===== src/rtl/core/hls_pkg.sv =====
package hls_pkg;

	// Number of hyperplanes (signature bits) and vector length
	localparam int HASH_BITS = 10;
	localparam int DIM = 64;

	// Fixed field widths
	localparam int PLANE_W = 4;
	localparam int ELEM_W = 6;
	localparam int SMP_W = 16;

	// Derived widths
	localparam int ADDR_W = (DIM > 1) ? $clog2(DIM) : 1;
	localparam int CNT_W = $clog2(DIM + 1);
	localparam int PROD_W = 2 * SMP_W;
	localparam int ACC_W = PROD_W + CNT_W - 1;

	// Stream widths
	localparam int S_DATA_W = 32;
	localparam int M_DATA_W = ((HASH_BITS + 1 + 7) / 8) * 8;

	// Transaction kinds on s_tuser
	localparam logic ACT_COEF = 1'b0;
	localparam logic ACT_ELEM = 1'b1;

	// Per-stage element info produced by the sequencer
	typedef struct packed {
		logic elem;
		logic acc_en;
		logic last;
		logic ovr;
	} seq_info_t;

	// Shared control for all plane lanes
	typedef struct packed {
		logic adv;
		logic [ADDR_W-1:0] waddr;
		logic [ADDR_W-1:0] raddr;
		logic acc_en_s2;
		logic clr_s2;
		logic upd_s2;
	} lane_ctl_t;

endpackage


===== src/rtl/core/hls_ram.sv =====
module hls_ram #(
	parameter int WIDTH = 16,
	parameter int DEPTH = 64,
	localparam int AW = (DEPTH > 1) ? $clog2(DEPTH) : 1
) (
	input  logic             clk,
	input  logic             we,
	input  logic [AW-1:0]    waddr,
	input  logic [WIDTH-1:0] wdata,
	input  logic             re,
	input  logic [AW-1:0]    raddr,
	output logic [WIDTH-1:0] rdata
);

	logic [WIDTH-1:0] mem [DEPTH];

	// One write port, one registered read port with enable
	always_ff @(posedge clk) begin
		if (we) begin
			mem[waddr] <= wdata;
		end
		if (re) begin
			rdata <= mem[raddr];
		end
	end

endmodule


===== src/rtl/core/hls_lane.sv =====
module hls_lane
	import hls_pkg::*;
(
	input  logic                    clk,
	input  logic                    arst_n,
	input  lane_ctl_t               ctl,
	input  logic                    we,
	input  logic signed [SMP_W-1:0] wdata,
	input  logic signed [SMP_W-1:0] elem_s1,
	output logic                    pos
);

	logic signed [SMP_W-1:0]  coef_s1;
	logic signed [PROD_W-1:0] prod_s2;
	logic signed [ACC_W-1:0]  acc_q;
	logic signed [ACC_W-1:0]  sum;

	// Coefficients of this plane, one per element position
	hls_ram #(
		.WIDTH(SMP_W),
		.DEPTH(DIM)
	) u_coef (
		.clk  (clk),
		.we   (we),
		.waddr(ctl.waddr),
		.wdata(wdata),
		.re   (ctl.adv),
		.raddr(ctl.raddr),
		.rdata(coef_s1)
	);

	// Product stage
	always_ff @(posedge clk) begin
		if (ctl.adv) begin
			prod_s2 <= coef_s1 * elem_s1;
		end
	end

	// Accumulate; the sign of the updated sum gives this plane's bit
	assign sum = acc_q + (ctl.acc_en_s2 ? ACC_W'(prod_s2) : ACC_W'(0));
	assign pos = !sum[ACC_W-1] && (sum != '0);

	always_ff @(posedge clk or negedge arst_n) begin
		if (!arst_n) begin
			acc_q <= '0;
		end else if (ctl.upd_s2) begin
			acc_q <= ctl.clr_s2 ? '0 : sum;
		end
	end

endmodule


===== config.mk =====
export PLATFORM = sky130hd
export DESIGN_NAME = hls_lane
export DESIGN_NICKNAME = d
export VERILOG_FILES = /design/src/rtl/core/hls_pkg.sv /design/src/rtl/core/hls_ram.sv /design/src/rtl/core/hls_lane.sv
export SDC_FILE = /design/constraint.sdc
export NUM_CORES = 2
export LEC_CHECK = 0
export BUFFER_PORTS_ARGS = -buffer_cell sky130_fd_sc_hd__buf_4
export CORE_MARGIN = 2
export CORE_UTILIZATION = 26
export DETAILED_ROUTE_END_ITERATION = 8
export GPL_ROUTABILITY_DRIVEN = 0
export SLEW_MARGIN = 25
export SYNTH_ARGS = -nofsm -noshare
export SYNTH_HDL_FRONTEND = slang
export SYNTH_SLANG_ARGS = --single-unit

===== constraint.sdc =====
create_clock -name clk -period 8.35 [get_ports clk]
set_input_delay 1.2525 -clock clk [delete_from_list [all_inputs] [get_ports clk]]
set_output_delay 1.2525 -clock clk [all_outputs]
set_load 0.01 [all_outputs]

# ---- Yosys cells after proc, flatten, opt, wreduce, memory -nomap -nowiden
# Memory sizes are Yosys's and may differ from the RTL's. A register that Yosys moved wholly into a read port is not among the register bits.
# Index checks and enable logic that the tools add are counted.
dict set report classes {
  addsub 1
  n_mul 1
  mux 4
  n_reduce_logical 3
}
# op n
set ops {}
lappend ops {{$mux W38} 2}
lappend ops {{$add A38 B38 Y38} 1}
lappend ops {{$reduce_bool A38 Y1} 1}
lappend ops {{$mul A16 B16 Y32} 1}
lappend ops {{$mux W1} 2}
lappend ops {{$logic_and A1 B1 Y1} 1}
lappend ops {{$logic_not A1 Y1} 1}
dict set report totals {
  reg_bits 70
  mem_bits_rw 1024
  output_inout_bits 1
  elab_cells 12
  memories 1
}
# memory depth word_bits rd rd_ports_with_merged_regs write_ports line
set mem_list {}
lappend mem_list {u_coef.mem 64 16 1 1 1 hls_ram.sv:15} ;# logic [WIDTH-1:0] mem [DEPTH];

# ---- Depth between registers and ports, before layout
dict set report logic_depth {
  ltp_word 4
  mapped_depth 25
  ltp_nobuf 24
}

# ---- Cells and area by module
# From an unflattened synthesis, not the netlist that was laid out.
dict set report unflattened {
  cells_unflattened 3398
  hier_area_um2 54890.1
}
# module instances cells_each area_per_inst_um2 seq_area_each_um2
set modules_own_cells {}
lappend modules_own_cells {hls_ram 1 1829 40202.3 31230.0}
lappend modules_own_cells {hls_lane 1 1569 14687.8 1911.8}

# ---- Least setup slack after synthesis
# OpenSTA, ideal clock, no wires.
dict set report synth_timing {
  kind {in2reg}
  start {in elem_s1[1]}
  end {reg prod_s2[30], data pin}
  arrival_time_ns 6.727
  slack_ns 1.366
  path_stages 21
  cell_sequence {clkbuf_1 nand2_1 fa_1 fa_1 fa_1 inv_1 fa_1 fa_1 inv_1 fa_1 inv_1 ha_1 a21o_1 a21o_1 a21oi_1 o21ai_1 a221o_1 a2111oi_0 o21bai_1 a21oi_1 xnor2_1}
}
dict set report synth_via {
  elab_chain_len 1
}
# element line
set synth_rtl {}
lappend synth_rtl {{from (decl)} hls_lane.sv:9} ;# input logic signed [SMP_W-1:0] elem_s1,
lappend synth_rtl {{$mul A16 B16 Y32} hls_lane.sv:35} ;# prod_s2 <= coef_s1 * elem_s1;
lappend synth_rtl {{to (signal assigned)} hls_lane.sv:35}
lappend synth_rtl {{to (decl)} hls_lane.sv:14} ;# logic signed [PROD_W-1:0] prod_s2;
# No other way between the ends.
# A chain may end at the register's enable or synchronous reset.

# ---- Worst setup path after layout
dict set report layout_timing {
  start {reg u_coef.rdata[12] (read register of u_coef.mem)}
  end {reg prod_s2[30], data pin}
}
dict set report layout_via {
  elab_chain_len 1
}
# element line
set layout_rtl {}
lappend layout_rtl {{from (decl)} hls_ram.sv:12} ;# output logic [WIDTH-1:0] rdata
lappend layout_rtl {{$mul A16 B16 Y32} hls_lane.sv:35}
# No other way between the ends.

==> impl_metrics.env <==
export IMPL_syn_avg_cell_area_sq_um=17.6
export IMPL_ctsHoldBuffers=0
export IMPL_tns_ps=0
export IMPL_synth_ff_type="edfxtp_1"
export IMPL_synth_fp_nets=3478
export IMPL_grt_pass1_vias=28000
export IMPL_grt_overflow=0
export IMPL_post_cts_setup_buffers=0
export IMPL_finalWorstSetupSlack_ps=1610
export IMPL_clk_latency_ps=740
export IMPL_die_w_microns=459
export IMPL_fmax_mhz=148
export IMPL_ys_top_cells_by_area="edfxtp_1, mux4_2, fa_1, ha_1, inv_1"
export IMPL_die_area_sq_um=210000
export IMPL_reg2reg_slack_ps=1610
export IMPL_areaGrowthSynthToFinish_pct=13.5
export IMPL_min_period_ps=6740
export IMPL_cp_common_cell="fa_1"
export IMPL_drtAntennaViolNets=0
export IMPL_final_hold_viol_count=0
export IMPL_drive_gt1_share_pct=19.2
export IMPL_nFillCells=20000
export IMPL_final_common_cell="edfxtp_1"
export IMPL_rsz0062_at_grt="no"
export IMPL_slowest_stage="edfxtp_1"
export IMPL_synth_enable_flop_cells=1072
export IMPL_clkPwrFrac_pct=20.1
export IMPL_fp_dieH_microns=459
export IMPL_clkSinkCount=1110
export IMPL_hpwlAfterDp_microns=77300
export IMPL_cts_buffers=107
export IMPL_p_switching_mw=8.32
export IMPL_nNetsFinal=3591
export IMPL_sw_frac_of_total_pct=36.7
export IMPL_root_buffer="clkbuf_16"
export IMPL_clkSlewWorstSetupHoldPaths_ps=60
export IMPL_drv_cap=0
export IMPL_antenna_found_initial=18
export IMPL_status="complete, no violations"
export IMPL_grt_use_total_pct=11.7
export IMPL_grt_pass1_wl_microns=184000
export IMPL_p_leak_nw=21.1
export IMPL_clock_path_buffers=3
export IMPL_avgRoutedWirePerCell_microns=20.7
export IMPL_start_util_pct=26.2
export IMPL_vias=26900
export IMPL_critPathLaunchType="flip-flop"
export IMPL_setup_viol=0
export IMPL_critical_path_buf_inv_count=3
export IMPL_postSynthCellCount=3045
export IMPL_ys_warn_count=0
export IMPL_cts_resized=0
export IMPL_worst_ep_arrival_time_ps=7170
export IMPL_via_per_inst=4.53
export IMPL_coreArea_sq_um=205000
export IMPL_grt_max_degree=114
export IMPL_required_ps=8780
export IMPL_ys_seq_area_share_pct=61.7
export IMPL_p_per_area_nw_per_um2=372
export IMPL_io_buffers=51
export IMPL_hp_class="reg2reg"
export IMPL_first_iter_violations=2637
export IMPL_fin_hold_ws_ps=492
export IMPL_synth_cell_area_sq_um=53700
export IMPL_p_seq_share_pct=31.0
export IMPL_finalCritPeriodShare_pct=80.7
export IMPL_cp_top_family="adder cells"
export IMPL_totalWireLength_microns=123000
export IMPL_dr_pass1_iters=5
export IMPL_max_slew_margin_pct=30.1
export IMPL_worstPathCellList="nand2_1 > fa_1 > fa_1 > fa_1 > inv_1 > fa_1 > fa_1 > inv_1 > fa_1 > inv_1 > ha_1 > a21o_1 > a21o_1 > a21oi_1 > o21ai_1 > a221o_1 > a2111oi_0 > o21bai_1 > a21oi_1 > xnor2_1"
export IMPL_placed_area_sq_um=57700
export IMPL_crit_path_end_kind="flip-flop"
export IMPL_ir_worst_vdd_mv=0.777
export IMPL_post_place_ws_ps=980
export IMPL_drc=0
export IMPL_comb_power_share_pct=48.9
export IMPL_p_int_mw=14.4
export IMPL_tightest_slew_ps=1050
export IMPL_utilization_pct=29.7
export IMPL_synth_top_area_cell="edfxtp_1"
export IMPL_core_rowCount=166
export IMPL_ys_async_sr_fraction_pct=3.42
export IMPL_finalInstanceArea_sq_um=61000
export IMPL_h_tree_depth=3
export IMPL_synth_top_cell_area_share_pct=59.9
export IMPL_maxSlewViolCount=0
export IMPL_critPathMaxFanout=16
export IMPL_ioPinCount=52
export IMPL_cts_tree="built"
export IMPL_ys_types=71
export IMPL_fin_skew_ps=45.8
export IMPL_max_stage_delay_ps=830
export IMPL_critical_path_class="reg2reg"
export IMPL_ys_ff_latch=1110
export IMPL_final_cell_mix="edfxtp_1, mux4_2, inv_1"
[Yosys cell counts (15+ instances only)]
cell,number
and2_1,160
ha_1,119
buf_1,29
dfrtp_1,38
mux4_2,336
inv_1,295
o21ai_0,28
a21o_1,31
edfxtp_1,1072
clkbuf_1,94
xor2_1,17
nor2_1,100
o2bb2ai_1,15
xnor2_1,51
fa_1,263
a22o_1,17
a21oi_1,64
nand2_1,153
[cells by family after synthesis]
kind of cell	synth area share, %
xor gates and xnor gates	1.15
buffers and inverters	2.94
DFF	61.7
AOI/OAI and AO/OA	2.88
muxes	14.1
and+or+nand+nor	4.72
adders and majority gates	12.6
[area by class of cell]
class	count	area [sq um]	area share [%]
Antenna cell	7	17.5	0.0287
Multi-Input combinational cell	1515	19000	31.2
Clock buffer	132	2790	4.58
Clock inverter	66	484	0.794
Tap cell	2688	3360	5.52
Timing Repair Buffer	128	1030	1.69
Sequential cell	1110	33100	54.3
Inverter	296	1110	1.82
[final timing paths]
kind,startpoint,endpoint,cells past startpoint
setup / recovery,u_coef.rdata[12],prod_s2[30],20
hold / removal,acc_q[3],acc_q[3],1
setup reg to reg,u_coef.rdata[12],prod_s2[30],20
hold reg to reg,acc_q[3],acc_q[3],1
max in group asynchronous,arst_n,acc_q[26],1
min in group asynchronous,arst_n,acc_q[12],1
[worst reg2reg max path: stages, from the launching register on]
cell	delay, ps
edfxtp_1	830
nand2_1	180
fa_1	540
fa_1	510
fa_1	520
inv_1	60
fa_1	490
fa_1	490
inv_1	50
fa_1	480
inv_1	40
ha_1	350
a21o_1	200
a21o_1	170
a21oi_1	120
o21ai_1	160
a221o_1	440
a2111oi_0	430
o21bai_1	140
a21oi_1	190
xnor2_1	100
[power by group through the flow]
stage | registers [mW] | logic, mW | clock network [mW]
after floorplan | 7.08 | 8.59 | 0
after global placement | 7.13 | 11.0 | 0
after detailed placement | 7.14 | 11.1 | 0
after CTS | 7.03 | 11.2 | 4.66
after global routing | 7.04 | 12.7 | 4.87
final | 7.02 | 11.1 | 4.55
[state kept, by name, indices dropped and copies added, names as in the netlist]
name and flops:
u_coef.mem 1024, acc_q 38, prod_s2 32, u_coef.rdata 16
[through the flow]
step,instances,power [mW]
2_1_floorplan,3045,15.7
5_1_grt,5941,24.6
3_3_place_gp,5736,18.1
3_5_place_dp,5736,18.3
6_report,5942,22.7
4_1_cts,5934,22.9
[routing by layer]
layer / GRT usage [%] / routed length, microns / up-vias / share of wire, %
met2: 18.6 / 57800 / 702 / 47
li1: - / - / 11700 / -
met4: 3.48 / 3330 / 10 / 2.7
met3: 2.11 / 7220 / 155 / 5.9
met5: 0 / 56 / - / 0.046
met1: 16.2 / 54700 / 14300 / 44
Power figures use the tool's default switching activity.
