[config.mk]
export PLATFORM = sky130hd
export DESIGN_NAME = hls_seq
export DESIGN_NICKNAME = d
export VERILOG_FILES = /design/src/rtl/core/hls_pkg.sv /design/src/rtl/core/hls_seq.sv
export SDC_FILE = /design/constraint.sdc
export NUM_CORES = 1
export LEC_CHECK = 0
export BUFFER_PORTS_ARGS = -buffer_cell sky130_fd_sc_hd__buf_4
export CAP_MARGIN = 15
export CELL_PAD_IN_SITES_DETAIL_PLACEMENT = 0
export CELL_PAD_IN_SITES_GLOBAL_PLACEMENT = 1
export CORE_MARGIN = 2
export CORE_UTILIZATION = 31
export CTS_CLUSTER_SIZE = 10
export DETAILED_ROUTE_END_ITERATION = 8
export PLACE_DENSITY_LB_ADDON = 0.1
export SLEW_MARGIN = 10
export SYNTH_ARGS = -nofsm -noshare
export SYNTH_HDL_FRONTEND = slang
export SYNTH_SLANG_ARGS = --single-unit
[constraint.sdc]
create_clock -name clk -period 1.48 [get_ports clk]
set_clock_uncertainty 0.2 [all_clocks]
set_input_delay 0.222 -clock clk [delete_from_list [all_inputs] [get_ports clk]]
set_output_delay 0.222 -clock clk [all_outputs]
set_load 0.02 [all_outputs]
[src/rtl/core/hls_pkg.sv]
package hls_pkg;

	// Number of hyperplanes (signature bits) and vector length
	localparam int HASH_BITS = 10;
	localparam int DIM = 64;

	// Fixed field widths
	localparam int PLANE_W = 4;
	localparam int ELEM_W = 6;
	localparam int SMP_W = 16;

	// Derived widths
	localparam int ADDR_W = (DIM > 1) ? $clog2(DIM) : 1;
	localparam int CNT_W = $clog2(DIM + 1);
	localparam int PROD_W = 2 * SMP_W;
	localparam int ACC_W = PROD_W + CNT_W - 1;

	// Stream widths
	localparam int S_DATA_W = 32;
	localparam int M_DATA_W = ((HASH_BITS + 1 + 7) / 8) * 8;

	// Transaction kinds on s_tuser
	localparam logic ACT_COEF = 1'b0;
	localparam logic ACT_ELEM = 1'b1;

	// Per-stage element info produced by the sequencer
	typedef struct packed {
		logic elem;
		logic acc_en;
		logic last;
		logic ovr;
	} seq_info_t;

	// Shared control for all plane lanes
	typedef struct packed {
		logic adv;
		logic [ADDR_W-1:0] waddr;
		logic [ADDR_W-1:0] raddr;
		logic acc_en_s2;
		logic clr_s2;
		logic upd_s2;
	} lane_ctl_t;

endpackage

[src/rtl/core/hls_seq.sv]
module hls_seq
	import hls_pkg::*;
(
	input  logic              clk,
	input  logic              arst_n,
	input  logic              accept,
	input  logic              action,
	input  logic              last,
	output logic [ADDR_W-1:0] raddr,
	output seq_info_t         info
);

	logic [CNT_W-1:0] cnt_q;
	logic             ovr_q;
	logic             is_elem;
	logic             in_range;

	assign is_elem  = accept && (action == ACT_ELEM);
	assign in_range = cnt_q < CNT_W'(DIM);
	assign raddr    = cnt_q[ADDR_W-1:0];

	// What this element does downstream
	assign info.elem   = is_elem;
	assign info.acc_en = is_elem && in_range;
	assign info.last   = is_elem && last;
	assign info.ovr    = ovr_q || !in_range;

	// Element counter saturates at DIM; extra elements flag overrun
	always_ff @(posedge clk or negedge arst_n) begin
		if (!arst_n) begin
			cnt_q <= '0;
			ovr_q <= 1'b0;
		end else if (is_elem) begin
			if (last) begin
				cnt_q <= '0;
				ovr_q <= 1'b0;
			end else if (in_range) begin
				cnt_q <= cnt_q + 1'b1;
			end else begin
				ovr_q <= 1'b1;
			end
		end
	end

endmodule

Yosys cells after proc, flatten, opt, wreduce, memory -nomap -nowiden --
Index checks and enable logic that the tools add are counted.
Operators by class: $add $sub $neg 1, multiply operators 0, div/mod/pow operators 0, $lt $le $gt $ge 1, equal/unequal tests 1, shift operators 0, muxes and demuxes 4, bitwise gates (word level) 0, reduce and logical (&&, ||, !) cells 8
Operator list (number):
- 7-bit 2-to-1 mux | 2
- 7-bit by 1-bit adder with 7-bit output, second input constant | 1
- 7-bit less-than comparator, second input constant | 1
- 2-bit AND reduction | 2
- 1-bit logical AND | 3
- 1-bit 2-to-1 mux | 2
- 2-bit != test, second input constant | 1
- 2-bit nonzero test | 1
- 1-bit logical NOT | 1
- 1-bit logical OR | 1
Storage, ports and cells: register bits after elaboration 8, latch bits 0, RAM bits 0, memory bits (read-only) 0, input bits 5, output and inout port bits 10, word-level logic and storage cells 17, memories kept 0

Logic depth before layout (Yosys ltp) --
Gate-level depths: netlist of the first run.
depth after elaboration 3, mapped depth 4, depth with buffers taken out 4

Worst setup path after synthesis of the first run --
Ideal clock, no wire load.
kind register to register, start point reg cnt_q[6], end point reg cnt_q[5], library setup time 75 ps, arrival time 1196 ps, required time 1205 ps, path slack 9 ps, stages on the path, launching flop included 4, buffers on the path 0, clock period less this slack 1471 ps, cells stage by stage dfrtp_1 > nand3b_4 > or4_4 > a21oi_2
On the way: longest elaborated chain between the ends 3
RTL lines:
- start: declaration | RTL line hls_seq.sv:13 | logic [CNT_W-1:0] cnt_q;
- start signal: assignment | RTL line hls_seq.sv:38 | cnt_q <= cnt_q + 1'b1;
- 7-bit less-than comparator | RTL line hls_seq.sv:19 | assign in_range = cnt_q < CNT_W'(DIM);
- 2-bit nonzero test (no source line)
- 2-bit AND reduction (no source line)
No other way between the ends. A chain may end at the register's enable or synchronous reset.

==> results of run 1 <==
-- metrics by stage --
step	setup WS (ns)	total power [mW]	utilization [%]	setup TNS, ns	cells
2_1_floorplan	0.00872	0.486	-	0	48
3_3_place_gp	0.0420	0.571	41.3	0	79
3_5_place_dp	-0.0111	0.578	41.3	-0.0111	79
4_1_cts	-0.0836	0.795	46.9	-0.162	86
5_1_grt	-0.118	0.842	47.4	-0.346	87
6_report	-0.0837	0.786	47.4	-0.158	87
-- flip-flops by register name (all words and copies together), names as in the netlist --
register / count
ovr_q: 1
cnt_q: 7
-- what timing repair did --
item                                    4_1_cts  5_1_grt
endpoints found under the setup margin        3        5
endpoints found under the hold margin         9        0
gates resized for setup                       9        0
hold buffers                                  2        0
pin swaps                                     2        2
buffers inserted                              2        1
-- metal layers --
layer | GRT usage, % | routed length [µm]
met3 | 2.55 | 59
met1 | 15.5 | 448
met4 | 5.63 | 14
met2 | 25.2 | 582
met5 | 0 | 0
-- worst paths after layout --
path                          start        to  slack (ns)  cells after the start
setup / recovery           cnt_q[6]   info[0]       -0.08                      3
hold / removal                 last  cnt_q[6]        0.07                      3
setup reg to reg           cnt_q[6]  cnt_q[4]           0                      4
hold reg to reg               ovr_q     ovr_q        0.30                      2
max in group asynchronous    arst_n     ovr_q        0.82                      2
min in group asynchronous    arst_n  cnt_q[3]        0.12                      2
-- final cells by class --
cell class / instances / area (µm²) / share of cell area, %
Inverter: 3 / 13.8 / 2.00
Multi-Input combinational cell: 30 / 210 / 30.5
Timing Repair Buffer: 27 / 223 / 32.3
Tap cell: 16 / 20.0 / 2.90
Clock buffer: 3 / 22.5 / 3.27
Sequential cell: 8 / 200 / 29.0
-- placed cells by master, fill, tap and decap left out, drive strengths merged --
master       count
nor2             3
a22oi            1
nand2            3
o22ai            1
and2             2
a21oi            4
xor2             1
buf             25
xnor2            1
o21ai            2
o31ai            1
ha               1
nand3b           1
or2              1
dfrtp            8
or4              1
o21bai           1
or3              2
nand3            2
dlygate4sd3      2
inv              3
nand4b           1
clkbuf           3
nand4            1
-- power by group through the flow --
stage / clock network [mW] / registers [mW] / logic (mW)
2_1_floorplan: 0 / 0.302 / 0.184
3_3_place_gp: 0 / 0.305 / 0.266
3_5_place_dp: 0 / 0.307 / 0.271
4_1_cts: 0.180 / 0.296 / 0.319
5_1_grt: 0.189 / 0.306 / 0.347
6_report: 0.169 / 0.297 / 0.321
-- kinds of logic (layout without fill, tap and decap cells) --
logic type / Yosys count / after routing / share of synthesized area, %
flip-flops: 8 / 8 / 42.8
XOR/XNOR: 2 / 2 / 3.74
buffers and inverters: 10 / 33 / 13.6
adder cells (fa/ha/maj): 1 / 1 / 2.67
AND/OR/NAND/NOR: 17 / 17 / 23.8
AO/OA/AOI/OAI: 10 / 10 / 13.4
-- worst reg2reg max path, delay by kind of cell, from the launching register on --
kind            cells  cell delay, ns
simple gates        2            0.53
flops               1            0.41
buf+inv             1            0.13
compound gates      1            0.13
==> flow_summary_export.csv, run 1 <==
group,metric,value,unit
power,intPower,517,µW
cells_and_area,n_fill_cell,152,
global_route,grt_max_degree,9,
detailed_routing,dr.pass1.iters,2,
logic_synthesis,ys_seq_area_share,42.8,%
power,clockPowerShare,21.4,%
floorplanning,die_area,0.00184,mm²
logic_synthesis,ys_top_cells_by_area,"dfrtp_1, buf_4, nand3b_4",
clocking,cts_root_buf,"clkbuf_4",
place,place_hpwl,849,µm
global_route,overflow,0,
timing,holdWs,0.0705,ns
detailed_routing,routed_via_density,4.91,
timing,worst_pin_slew,0.253,ns
clocking,clock-sinks,8,
job,max_cap_viol_count,0,
logic_synthesis,synthArstFlopShare,100,%
critical_path,arrival,1.14,ns
status,outcome,"complete, but fails checks",
logic_synthesis,ys.flop_type,"dfrtp_1",
clocking,cts_tree,"yes",
timing,slew_headroom,83.0,%
power,p_leak,0.347,nW
logic_synthesis,synth_common_cells,"dfrtp_1, buf_4",
critical_path,critical_path_class,"flop to primary output",
floorplanning,start_util,32.2,%
critical_path,crit_top_cell,"buf_6",
global_route,grt_pass1_wl,1870,µm
power,switching_share,34.3,%
power,share_comb_of_total_power,40.8,%
timing,setup_ws,-0.0837,ns
critical_path,crit_buf_inv,2,
critical_path,slowest_delay,0.41,ns
cells_and_area,design_area,689,µm²
critical_path,cp.required,1.06,ns
floorplanning,num_rows,14,
place,placed_area,601,µm²
critical_path,crit_fanout,4,
floorplanning,die_w,42.9,µm
status,violations,"setup timing",
place,io_buffers,14,
logic_synthesis,ys.warnings.count,0,
clocking,path_clk_slew,0.06,ns
detailed_routing,drtAntennaViolNets,0,
timing,rsz0062_at_grt,"yes",
logic_synthesis,synthDistinctLibCells,24,
logic_synthesis,yosys_register_bits,8,
logic_synthesis,synth_edf_count,0,
floorplanning,dieHeight,42.9,µm
cells_and_area,area_growth,47.3,%
timing,setup_viol,2,
power,power_switching,270,µW
floorplanning,core_area,0.00145,mm²
logic_synthesis,yosysTopAreaCell,"dfrtp_1",
clocking,cts_max_path_buffers,2,
critical_path,cp_cell_sequence,"buf_6 > or2_4 > buf_6",
cells_and_area,drive_gt1_share,49.3,%
power,p_seq_share,37.7,%
timing,final-hold-violation-count,0,
global_route,antenna_found_initial,0,
logic_synthesis,synth_cells,48,
timing,max_freq,640,MHz
worst_hold_path,hold_path.class,"primary input to flop",
timing,period_minus_slack,1.56,ns
logic_synthesis,synth_fp_nets,54,
logic_synthesis,syn_area_per_cell,9.75,µm²
floorplanning,io_pins,15,
clocking,clock_latency,0.26,ns
place,gp_congestion,0.750,
cells_and_area,nNetsFinal,79,
detailed_routing,wl_per_cell,12.7,µm
global_route,grt_pass1_vias,432,
logic_synthesis,yosysMostFrequentCell,"dfrtp_1",
critical_path,crit_family,"flip-flops",
detailed_routing,drt-initial-drc-count,3,
detailed_routing,drc,0,
detailed_routing,wl,1110,µm
logic_synthesis,synth_area,468,µm²
global_route,grt_use_total,13.8,%
critical_path,start_kind,"flop",
timing,min_period_over_period,106,%
logic_synthesis,synth.top_cell.area_share,42.8,%
timing,final_max_slew_viol_count,0,
cells_and_area,antennaDiodeCount,0,
detailed_routing,vias,427,
critical_path,end_kind,"primary output",
power,power_density,1140,mW/mm²
clocking,htreeDepth,1,
clocking,numCtsBuffers,3,
critical_path,critPathSlowestCell,"dfrtp_1",
power,ir_drop,0.682,mV
Power figures use the tool's default switching activity.
==> run 2, diff against run 1 <==
--- a/config.mk
+++ b/config.mk
@@ -5,12 +5,14 @@
 export SDC_FILE = /design/constraint.sdc
 export NUM_CORES = 1
 export LEC_CHECK = 0
+export ABC_AREA = 1
 export BUFFER_PORTS_ARGS = -buffer_cell sky130_fd_sc_hd__buf_4
 export CAP_MARGIN = 15
 export CELL_PAD_IN_SITES_DETAIL_PLACEMENT = 0
 export CELL_PAD_IN_SITES_GLOBAL_PLACEMENT = 1
 export CORE_MARGIN = 2
 export CORE_UTILIZATION = 31
+export CTS_CLUSTER_DIAMETER = 40
 export CTS_CLUSTER_SIZE = 10
 export DETAILED_ROUTE_END_ITERATION = 8
 export PLACE_DENSITY_LB_ADDON = 0.1
==> run 2 against run 1 <==
The run now ends clean. Sequential share of layout area up 1.9 points. Clock-buffer cell count unchanged. Sequential cell count unchanged. Highest routed layer unchanged.
==> flow_summary_export.csv, run 2 <==
group,metric,value,unit
logic_synthesis,yosysTopAreaCell,"dfrtp_1",
detailed_routing,vias,409,
critical_path,crit_buf_inv,2,
cells_and_area,largest_register_ffs,7,
worst_hold_path,hold_path.class,"primary input to flop",
detailed_routing,drtAntennaViolNets,0,
power,p_seq_share,43.4,%
cells_and_area,instances_no_fill,93,
cells_and_area,n_fill_cell,168,
critical_path,end_kind,"primary output",
cells_and_area,area_growth,24.6,%
clocking,htreeDepth,1,
cells_and_area,layout_common_cells,"buf_4, nand2_1, dfrtp_1, inv_1, a21oi_1",
status,outcome,"complete, no violations",
floorplanning,io_pins,15,
critical_path,cp.depth,3,
global_route,grt_use_total,11.0,%
logic_synthesis,synth_cells,63,
timing,worst_pin_slew,0.209,ns
logic_synthesis,synth.top_cell.area_share,38.3,%
timing,min_period_over_period,95.4,%
logic_synthesis,yosys_register_bits,8,
critical_path,critPathCapture,"info[0]",
clocking,clock-sinks,8,
job,max_cap_viol_count,0,
detailed_routing,wl_per_cell,11.1,µm
power,p_leak,0.345,nW
power,power_switching,200,µW
timing,slew_headroom,86.1,%
detailed_routing,drc,0,
floorplanning,core_area,0.00154,mm²
critical_path,critPathSlowestCell,"dfrtp_2",
logic_synthesis,synth_fp_nets,69,
critical_path,reg2reg_to,"cnt_q[2]",
place,place_hpwl,763,µm
cells_and_area,top_regs,"cnt_q: 7 flops, ovr_q: 1 flops",
logic_synthesis,synth_area,523,µm²
cells_and_area,antennaDiodeCount,0,
logic_synthesis,synth_common_cells,"nand2_1, dfrtp_1, buf_4, inv_1, a21oi_1",
critical_path,worstReg2RegStart,"cnt_q[0]",
timing,period_minus_slack,1.41,ns
global_route,antenna_found_initial,0,
logic_synthesis,synthDistinctLibCells,18,
power,power_density,951,mW/mm²
clocking,cts_max_path_buffers,2,
clocking,cts_tree,"yes",
floorplanning,die_area,0.00203,mm²
logic_synthesis,ys.warnings.count,0,
logic_synthesis,ys.flop_type,"dfrtp_1",
cells_and_area,largest_register,"cnt_q",
critical_path,crit_fanout,4,
power,switching_share,32.3,%
logic_synthesis,ys_seq_area_share,38.3,%
power,clockPowerShare,26.5,%
place,placed_area,603,µm²
timing,final-hold-violation-count,0,
timing,final_max_slew_viol_count,0,
critical_path,reg2regPathDepth,4,
cells_and_area,final_common_cell,"buf_4",
logic_synthesis,yosysMostFrequentCell,"nand2_1",
timing,setup_viol,0,
detailed_routing,wl,1030,µm
global_route,grt_pass1_vias,322,
power,p_total,620,µW
global_route,overflow,0,
clocking,path_clk_slew,0.06,ns
detailed_routing,dr.pass1.iters,2,
logic_synthesis,synth_edf_count,0,
critical_path,critical_path_class,"flop to primary output",
timing,max_freq,708,MHz
logic_synthesis,syn_area_per_cell,8.30,µm²
cells_and_area,design_area,652,µm²
place,gp_congestion,0.665,
critical_path,reg2reg_setup_slack,0.16,ns
power,intPower,419,µW
global_route,grt_max_degree,9,
floorplanning,num_rows,14,
floorplanning,dieHeight,45.1,µm
detailed_routing,routed_via_density,4.40,
critical_path,arrival,0.99,ns
critical_path,critical_path.startpoint,"cnt_q[6]",
critical_path,cp_cell_sequence,"inv_2 > nand2_1 > buf_4",
critical_path,start_kind,"flop",
place,dp.cells,87,
floorplanning,start_util,33.9,%
cells_and_area,drive_gt1_share,42.9,%
clocking,clock_latency,0.25,ns
cells_and_area,nNetsFinal,85,
floorplanning,die_w,45.1,µm
place,io_buffers,14,
global_route,grt_pass1_wl,1480,µm
critical_path,crit_family,"flip-flops",
power,share_comb_of_total_power,30.0,%
clocking,cts_root_buf,"clkbuf_4",
timing,finalSetupTns,0,ns
critical_path,cp.required,1.06,ns
logic_synthesis,synthArstFlopShare,100,%
detailed_routing,drt-initial-drc-count,1,
logic_synthesis,ys_top_cells_by_area,"dfrtp_1, buf_4, nand2_1",
power,ir_drop,0.494,mV
clocking,numCtsBuffers,3,
critical_path,slowest_delay,0.46,ns
[run 2: cell count changes in the layout (fill, tap and decap cells not counted), moves of 2 or more]
cell / delta
nand3_2: +3
inv_1: +4
inv_2: +3
buf_6: -4
a21oi_1: +2
or3_1: -2
buf_4: -4
nand2_1: +11
[run 2: power groups by stage]
| stage | sequential (mW) | combinational (mW) | clock (mW) |
|---|---|---|---|
| after floorplan | 0.271 | 0.131 | 0 |
| after global placement | 0.273 | 0.184 | 0 |
| after detailed placement | 0.273 | 0.182 | 0 |
| after CTS | 0.269 | 0.190 | 0.173 |
| after global routing | 0.274 | 0.201 | 0.187 |
| final | 0.269 | 0.186 | 0.165 |
[run 2: layout make-up]
class	instances	area, µm²	share of cell area [%]
multi-input cells	39	236	36.3
clock buffers	3	22.5	3.45
inverters	9	33.8	5.18
well taps	16	20.0	3.07
flip-flops and latches	8	201	30.9
repair buffers	18	138	21.1
[run 2: worst min-delay path, stage by stage]
cell and delay [ns]:
buf_4 0.08, inv_2 0.06, nand3_1 0.08, nand2_1 0.05
[run 2: repair_timing]
action,4_1_cts,5_1_grt
setup endpoints to repair,2,1
hold buffers,1,0
gates resized for setup,1,1
pin swaps,1,0
endpoints found under the hold margin,8,0
setup buffers,1,1
[run 2: metrics by stage]
stage	utilization, %	hold slack (ns)	setup WS [ns]
final	42.3	0.0752	0.0679
after global routing	42.3	0.0808	-0.00122
after CTS	41.8	0.0741	0.0268
after detailed placement	39.1	-0.151	0.162
after global placement	39.1	-0.149	0.183
after floorplan	-	-0.274	0.211
[run 2: worst min path at each step]
stage,start,to,slack (ns),depth (start not counted)
5_1_grt,last,cnt_q[1],0.08,4
3_3_place_gp,arst_n,cnt_q[1],-0.15,1
6_report,last,cnt_q[1],0.08,4
3_5_place_dp,arst_n,cnt_q[1],-0.15,1
2_1_floorplan,arst_n,cnt_q[0],-0.27,0
4_1_cts,last,cnt_q[1],0.07,4
[run 2: routing by layer]
layer  vias to the layer above  global-route usage (%)  wire (µm)
met5                         -                       0          0
met4                         0                    5.29         15
met3                         2                    6.00         30
met2                         6                    14.6        461
met1                       180                    14.5        526
li1                        221                       -          -
[run 2: cell families (layout without fill, tap and decap cells)]
kind of cell               after synthesis  count (layout)  share of synthesized area, %
adders and majority gates                1               1                          2.39
buffers and inverters                   16              30                          16.5
and+or+nand+nor                         30              30                          33.7
DFF                                      8               8                          38.3
AOI/OAI and AO/OA                        8               8                          9.09
==> run 3, diff against run 2 <==
--- a/config.mk
+++ b/config.mk
@@ -16,6 +16,7 @@
 export CTS_CLUSTER_SIZE = 10
 export DETAILED_ROUTE_END_ITERATION = 8
 export PLACE_DENSITY_LB_ADDON = 0.1
+export SETUP_SLACK_MARGIN = 0.15
 export SLEW_MARGIN = 10
 export SYNTH_ARGS = -nofsm -noshare
 export SYNTH_HDL_FRONTEND = slang
==> run 3 against run 2 <==
Hold slack better by 0.0030 ns. First-iteration DRC count grew 100%. Clock-buffer cell count is the same. Register-to-register slack better by 0.06 ns. Final area rose by 7.1%. Clock power about the same. Worst setup slack improved by 0.035 ns. Critical path type unchanged. Critical endpoint unchanged.
==> flow_summary_export.csv, run 3 (same netlist as run 2, synthesis figures left out) <==
group,metric,value,unit
job,max_cap_viol_count,0,
power,power_density,929,mW/mm²
floorplanning,dieHeight,45.1,µm
cells_and_area,largest_register_ffs,7,
clocking,cts_max_path_buffers,2,
timing,period_minus_slack,1.38,ns
timing,min_period_over_period,93.0,%
floorplanning,num_rows,14,
critical_path,slowest_delay,0.46,ns
place,post-place-ws,0.162,ns
detailed_routing,wl_per_cell,10.9,µm
critical_path,critPathSlowestCell,"dfrtp_2",
place,gp_congestion,0.665,
detailed_routing,drc,0,
timing,max_freq,726,MHz
cells_and_area,layout_common_cells,"buf_4, nand2_1, inv_1",
detailed_routing,drt-initial-drc-count,2,
detailed_routing,dr.pass1.iters,4,
cells_and_area,drive_gt1_share,51.2,%
critical_path,cp.required,1.06,ns
clocking,clock_latency,0.25,ns
floorplanning,core_area,0.00154,mm²
critical_path,end_kind,"primary output",
critical_path,crit_fanout,4,
cells_and_area,area_growth,33.5,%
critical_path,critical_path_class,"flop to primary output",
global_route,grt_pass1_vias,347,
timing,finalSetupTns,0,ns
cells_and_area,nNetsFinal,88,
floorplanning,die_w,45.1,µm
timing,final-hold-violation-count,0,
timing,rsz0062_at_grt,"yes",
timing,slew_headroom,89.7,%
cells_and_area,largest_register,"cnt_q",
critical_path,cp_cell_sequence,"inv_2 > nand2_2 > buf_6",
clocking,path_clk_slew,0.06,ns
clocking,htreeDepth,1,
cells_and_area,top_regs,"cnt_q: 7 flops, ovr_q: 1 flops",
timing,worst_pin_slew,0.155,ns
cells_and_area,final_common_cell,"buf_4",
detailed_routing,vias,425,
floorplanning,start_util,33.9,%
place,place_hpwl,763,µm
power,ir_drop,0.495,mV
clocking,cts_tree,"yes",
detailed_routing,drtAntennaViolNets,0,
critical_path,reg2reg_setup_slack,0.22,ns
power,p_leak,0.354,nW
clocking,cts_root_buf,"clkbuf_4",
critical_path,arrival,0.95,ns
clocking,numCtsBuffers,3,
timing,setup_viol,0,
critical_path,start_kind,"flop",
global_route,grt_max_degree,9,
detailed_routing,wl,1050,µm
place,io_buffers,14,
global_route,overflow,0,
timing,final_max_slew_viol_count,0,
worst_hold_path,hold_path.class,"primary input to flop",
global_route,grt_pass1_wl,1590,µm
cells_and_area,antennaDiodeCount,0,
status,outcome,"complete, no violations",
floorplanning,die_area,0.00203,mm²
timing,setup_ws,0.103,ns
clocking,clock-sinks,8,
floorplanning,io_pins,15,
global_route,grt_use_total,11.7,%
global_route,antenna_found_initial,0,
detailed_routing,routed_via_density,4.43,
==> run 3: changes by cell type in the layout (fill, tap and decap cells not counted) <==
cell     previous run  this run
dfrtp_2             1         4
ha_1                1         0
nand2_2             0         1
buf_4              17        16
dfrtp_1             7         4
nand2_1            14        13
buf_6               0         4
ha_2                0         1
==> run 3: cell type report <==
cell class	instances	area (µm²)
Fill cell	161	843
Multi-Input combinational cell	39	241
Sequential cell	8	205
Timing Repair Buffer	21	175
Inverter	9	33.8
Clock buffer	3	22.5
Tap cell	16	20.0
==> run 3: power by group <==
group | internal [mW] | switching (mW) | leakage, nW
clock network | 0.0925 | 0.0702 | 0.0138
logic | 0.107 | 0.109 | 0.239
registers | 0.243 | 0.0267 | 0.102
total | 0.443 | 0.205 | 0.354
==> run 3: worst max-delay path: cells and delay by family, from the launching register on <==
kind	cells	cell delay, ns
DFF	1	0.46
buffers and inverters	2	0.20
and+or+nand+nor	1	0.05
==> run 3: layer usage <==
metal	GRT usage, %	share of wire, %	vias up	wire length, µm
met5	0	0	-	0
met1	15.3	50	187	527
met2	16.0	44	9	466
met4	5.29	1.4	0	15
li1	-	-	227	-
met3	6.00	3.9	2	41
==> run 3: final timing paths <==
| path | from | to | cells after the start |
|---|---|---|---|
| hold reg to reg | ovr_q | ovr_q | 2 |
| setup reg to reg | cnt_q[0] | cnt_q[6] | 5 |
| max in group asynchronous | arst_n | cnt_q[3] | 2 |
| min in group asynchronous | arst_n | cnt_q[1] | 2 |
| setup / recovery | cnt_q[6] | info[0] | 3 |
| hold / removal | last | cnt_q[1] | 4 |
==> run 3: stage by stage <==
stage	hold WS, ns	util [%]	instance area, µm²	std cells	power, mW
3_3_place_gp	-0.149	39.1	603	87	0.457
4_1_cts	0.0741	43.9	677	94	0.649
6_report	0.0781	45.3	698	96	0.648
3_5_place_dp	-0.151	39.1	603	87	0.455
5_1_grt	0.0808	45.3	698	96	0.694
2_1_floorplan	-0.274	-	523	63	0.402
==> run 3: timing repair <==
item,in CTS,in global routing
hold buffers,1,0
setup endpoints to repair,3,9
buffers inserted,3,2
gates cloned,0,0
gates resized for setup,7,4
endpoints found under the hold margin,8,0
pin swaps,2,1
